==> src/design/psc_pkg.sv <==
package psc_pkg;
  localparam int CW = 16;
  localparam int TOL_SHIFT = 20;
  localparam int VW = 36;
  localparam int QW = 17;
  localparam int NDIV = 17;
  localparam int RW = 37;

  localparam logic [1:0] ST_OUT = 2'd0;
  localparam logic [1:0] ST_SAME = 2'd1;
  localparam logic [1:0] ST_CROSS_NEG = 2'd2;
  localparam logic [1:0] ST_CROSS = 2'd3;

  localparam logic [1:0] REG_A = 2'd0;
  localparam logic [1:0] REG_B = 2'd1;
  localparam logic [1:0] REG_C = 2'd2;
  localparam logic [1:0] REG_D = 2'd3;

  typedef struct packed {
    logic              vld;
    logic              go;
    logic [1:0]        status;
    logic              neg2;
    logic signed [CW-1:0] p1x, p1y, p1z;
    logic signed [CW:0]   vx, vy, vz;
    logic [RW-1:0]     rem;
    logic [RW-1:0]     den;
    logic [QW-1:0]     q;
  } psc_tok_t;
endpackage

==> src/design/psc_div_cell.sv <==
module psc_div_cell (
  input  logic               clk,
  input  logic               rst_n,
  input  psc_pkg::psc_tok_t  tok_in,
  output psc_pkg::psc_tok_t  tok_out
);
  psc_pkg::psc_tok_t tok_r, tok_nxt;
  logic [psc_pkg::RW-1:0] r2;

  always_comb begin
    tok_nxt = tok_in;
    r2 = {tok_in.rem[psc_pkg::RW-2:0], 1'b0};
    tok_nxt.q = {tok_in.q[psc_pkg::QW-2:0], 1'b0};
    if (r2 >= tok_in.den) begin
      tok_nxt.q[0] = 1'b1;
      tok_nxt.rem = r2 - tok_in.den;
    end else begin
      tok_nxt.rem = r2;
    end
    if (!rst_n) tok_nxt.vld = 1'b0;
  end

  always_ff @(posedge clk) begin
    tok_r <= tok_nxt;
  end

  assign tok_out = tok_r;
endmodule

==> config.mk <==
export PLATFORM = sky130hd
export DESIGN_NAME = psc_div_cell
export DESIGN_NICKNAME = d
export VERILOG_FILES = /design/src/design/psc_pkg.sv /design/src/design/psc_div_cell.sv
export SDC_FILE = /design/constraint.sdc
export NUM_CORES = 1
export LEC_CHECK = 0
export ABC_AREA = 1
export BUFFER_PORTS_ARGS = -buffer_cell sky130_fd_sc_hd__buf_4
export CORE_MARGIN = 2
export CORE_UTILIZATION = 34
export CTS_CLUSTER_SIZE = 12
export DETAILED_ROUTE_END_ITERATION = 10
export PLACE_DENSITY = 0.76
export RECOVER_POWER = 100
export SYNTH_ARGS = -nofsm -noshare
export SYNTH_HDL_FRONTEND = slang
export SYNTH_SLANG_ARGS = --single-unit
==> constraint.sdc <==
create_clock -name clk -period 1.8 [get_ports clk]
set_clock_uncertainty 0.05 [all_clocks]
set_input_delay 0.36 -clock clk [delete_from_list [all_inputs] [get_ports clk]]
set_output_delay 0.36 -clock clk [all_outputs]
set_load 0.005 [all_outputs]
* Word level (Yosys, flattened, before mapping)
Index checks and enable logic that the tools add are counted.
** Operators by class
- Add/sub/neg operators :: 1
- $lt $le $gt $ge :: 1
- Multiplexer cells :: 2
** Operators by type and width (number)
- 37-bit >= comparator :: 1
- 37-bit 2-to-1 mux :: 1
- 37-bit subtractor :: 1
- 1-bit 2-to-1 mux :: 1
** Word-level totals
- Register bits after elaboration :: 195
- Input port bits :: 197
- Output and inout port bits :: 195

* Logic depth before layout (Yosys ltp)
- Depth in word-level cells :: 2
- Mapped depth :: 16

* Worst setup path after synthesis
No wires, ideal clock.
- Path type :: input port to flip-flop
- From :: input tok_in[37] (netlist bit)
- To :: register tok_r (netlist bit tok_out[78])
- Library setup time :: 0.112 ns
- Data arrival time :: 1.747 ns
- Data required time :: 1.638 ns
- Slack :: -0.109 ns
- Cell stages on the path :: 14
- Path buffers :: 2
- Cells stage by stage :: inv_1 ha_1 nand2_1 inv_1 nand2_1 nand2_1 a21oi_2 nand2_1 nand2_1 nand4_1 buf_6 buf_12 nand3_2 nand2_1
** RTL lines
- from (decl) :: line psc_div_cell.sv:4 : input psc_pkg::psc_tok_t tok_in,
- to (signal assigned) :: line psc_div_cell.sv:24 : tok_r <= tok_nxt;
- to (decl) :: line psc_div_cell.sv:7 : psc_pkg::psc_tok_t tok_r, tok_nxt;

==> qor.yml <==
synth_top_area_cell: "dfxtp_1"
port_buffers: 389
die_x_um: 152.3
total_power_w: 0.01202
cts_sinks: 195
hp-class: "in2reg"
first_global_vias: 8858
pin_count: 392
synth_most_common_cell: "nand2_1"
yosys_most_used_dff: "dfxtp_1"
nNetsFinal: 1854
period_needed_ns: 1.767
cts_root_buffer: "clkbuf_16"
synthTopCellsByArea: "dfxtp_1 (52%), nand2_1 (15%), inv_1 (7.4%), ha_1 (6.2%), nand3_1 (4.4%)"
clk_pin_slew_ns: 0.09
crit_chain: "buf_4 -> inv_4 -> ha_4 -> nand2_2 -> nand2_2 -> nand2_1 -> nand2_2 -> a21oi_2 -> buf_4 -> nor2_1 -> nor2_2 -> nand2_4 -> nand2_8 -> buf_6 -> nand3_1 -> nand2_1"
hold_viol_final: 0
power.density_nw_per_um2: 837.8
grt_max_degree: 24
yosys-top-cells-count: "nand2_1 (294), dfxtp_1 (195), inv_1 (148), nor2_1 (66), nand3_1 (65)"
die_area_um2: 23190
stdcell_area_um2: 14350
largest_reg_flops: 195
vias: 8572
path_common_cell: "nand2_2"
worst_path_largest_cell_delay_ns: 0.21
p_leak_nw: 7.148
tns_ns: 0
antenna_left: 0
htree_num_levels: 4
cts_tree: "yes"
end_kind: "register"
drv_cap: 0
worstSetupPathType: "in2reg"
utilization_pct: 66.16
worst_slack_ns: 0.03297
fp.dieH_um: 152.3
gp_congestion: 0.9086
synth_seq_cells: 195
crit_required_ns: 2.14
synth-edff-count: 0
cp-start-kind: "input port"
placeableCoreArea_um2: 21690
critPathArrivalTime_ns: 2.11
slowest_stage: "ha_4"
drtIter0Drc: 353
worst_pin_slew_ns: 0.3462
yosysSeqAreaShare_pct: 52.23
avgSynthCellArea_um2: 8.081
std_cell_rows: 54
drc: 0
place_area_um2: 12140
path_max_fanout: 6
grt_pass1_wl_um: 51670
slew_violations: 0
grt_antenna_before_repair: 7
worst-path-buf-inv: 4
drive_gt1_share_pct: 36.40
fin_crit_sh_pct: 98.17
pre_cts_ws_ns: -0.4378
drt-pass1-iter-count: 5
vias_per_cell: 4.479
yosysWarningCount: 0
drt_wl_total_um: 35110
worstHoldStart: "rst_n"
synth_area_um2: 7475
hold_path_end: "tok_out[194]"
setup_viol: 0
synth_top_cell_area_share_pct: 52.23
fmaxAchievable_mhz: 565.9
avgRoutedWirePerCell_um: 18.34
cts_buffers: 17
track_usage_pct: 29.30
rsz0062_at_grt: "true"
ir_drop_uv: 546.4
syn_inst: 925
dp_hpwl_um: 25960
syn_nets: 1160
async_flop_share_pct: 0
path_delay_family: "simple AND/OR/NAND/NOR gates"
start_util_pct: 34.46
slew_headroom_pct: 76.67
clockBufferDepth: 2
yosysUniqueCellTypes: 29
overflow: 0
holdPathStages: 3
status: "finished clean"
area_delta_synth_final_pct: 91.97
-- cell type report --
| cell class | instances | area [um2] |
|---|---|---|
| timing repair buffer | 685 | 5309 |
| sequential | 195 | 3904 |
| fill | 1804 | 7340 |
| clock inverter | 15 | 230.2 |
| clock buffer | 17 | 425.4 |
| antenna | 2 | 5.005 |
| tap | 280 | 350.3 |
| multi-input combinational | 571 | 3563 |
| inverter | 149 | 561.8 |
-- stage by stage --
step / std cells / hold WS (ns)
after floorplan: 925 / 0.3377
after global placement: 1717 / 0.4148
after detailed placement: 1717 / 0.4154
after CTS: 1903 / 0.04663
after global routing: 1913 / 0.06826
final: 1914 / 0.07881
-- where the power goes --
part | internal, W | switching, W | leakage (nW)
clock | 0.00209 | 0.00211 | 0.316
combinational | 0.00161 | 0.00143 | 5.19
sequential | 0.00466 | 0.000121 | 1.65
total | 0.00836 | 0.00366 | 7.15
-- cells in the final DEF, fill, tap and decap left out, drive strengths merged --
cell         Yosys  layout
a21o             1       1
a21oi           30      30
a31oi            2       2
buf              8     200
bufinv           0       1
clkbuf           2     348
clkinv           1       4
dfxtp          195     195
diode            0       2
dlygate4sd3      0     154
fa               1       1
ha              37      37
inv            148     159
nand2          298     298
nand3           76      76
nand3b          11      11
nand4            6       6
nor2            72      72
nor3             5       5
o21ai            8       8
o21bai           5       5
xnor2            2       2
xor2            17      17
-- metal layers --
layer / vias to the layer above / GRT usage (%) / wire length [um]
met5: - / 0 / 56
met4: 10 / 14.82 / 1945
met3: 102 / 9.812 / 2376
met2: 350 / 48.84 / 16740
met1: 3881 / 33.61 / 13990
li1: 4229 / - / -
-- cells by family after synthesis --
logic type	synth area share [%]
AOI/OAI and AO/OA	3.465
DFF	52.23
buffers and inverters	8.738
xor gates and xnor gates	2.226
and+or+nand+nor	26.88
adders and majority gates	6.461
-- how the worst max path moves through the flow --
| stage | start | end | slack (ns) | cells after the start |
|---|---|---|---|---|
| 4_1_cts | tok_in[42] | tok_out[89] | 0.01 | 12 |
| 5_1_grt | tok_in[37] | tok_out[79] | -0.06 | 16 |
| 2_1_floorplan | tok_in[36] | tok_out[79] | 0.0001 | 12 |
| 3_5_place_dp | tok_in[42] | tok_out[55] | -0.44 | 12 |
| 3_3_place_gp | tok_in[42] | tok_out[83] | -0.43 | 12 |
| 6_report | tok_in[31] | tok_out[77] | 0.03 | 16 |
-- tightest hold or removal path, cell delays in order --
cell and delay [ns]:
buf_4 0.08, nand2_1 0.05, inv_1 0.06
-- timing repair --
action	CTS	global route
buffers inserted	0	4
resized for setup	0	73
setup endpoints to repair	0	37
hold buffers	154	0
hold endpoints to repair	154	0
(Power assumes the default switching activity.)
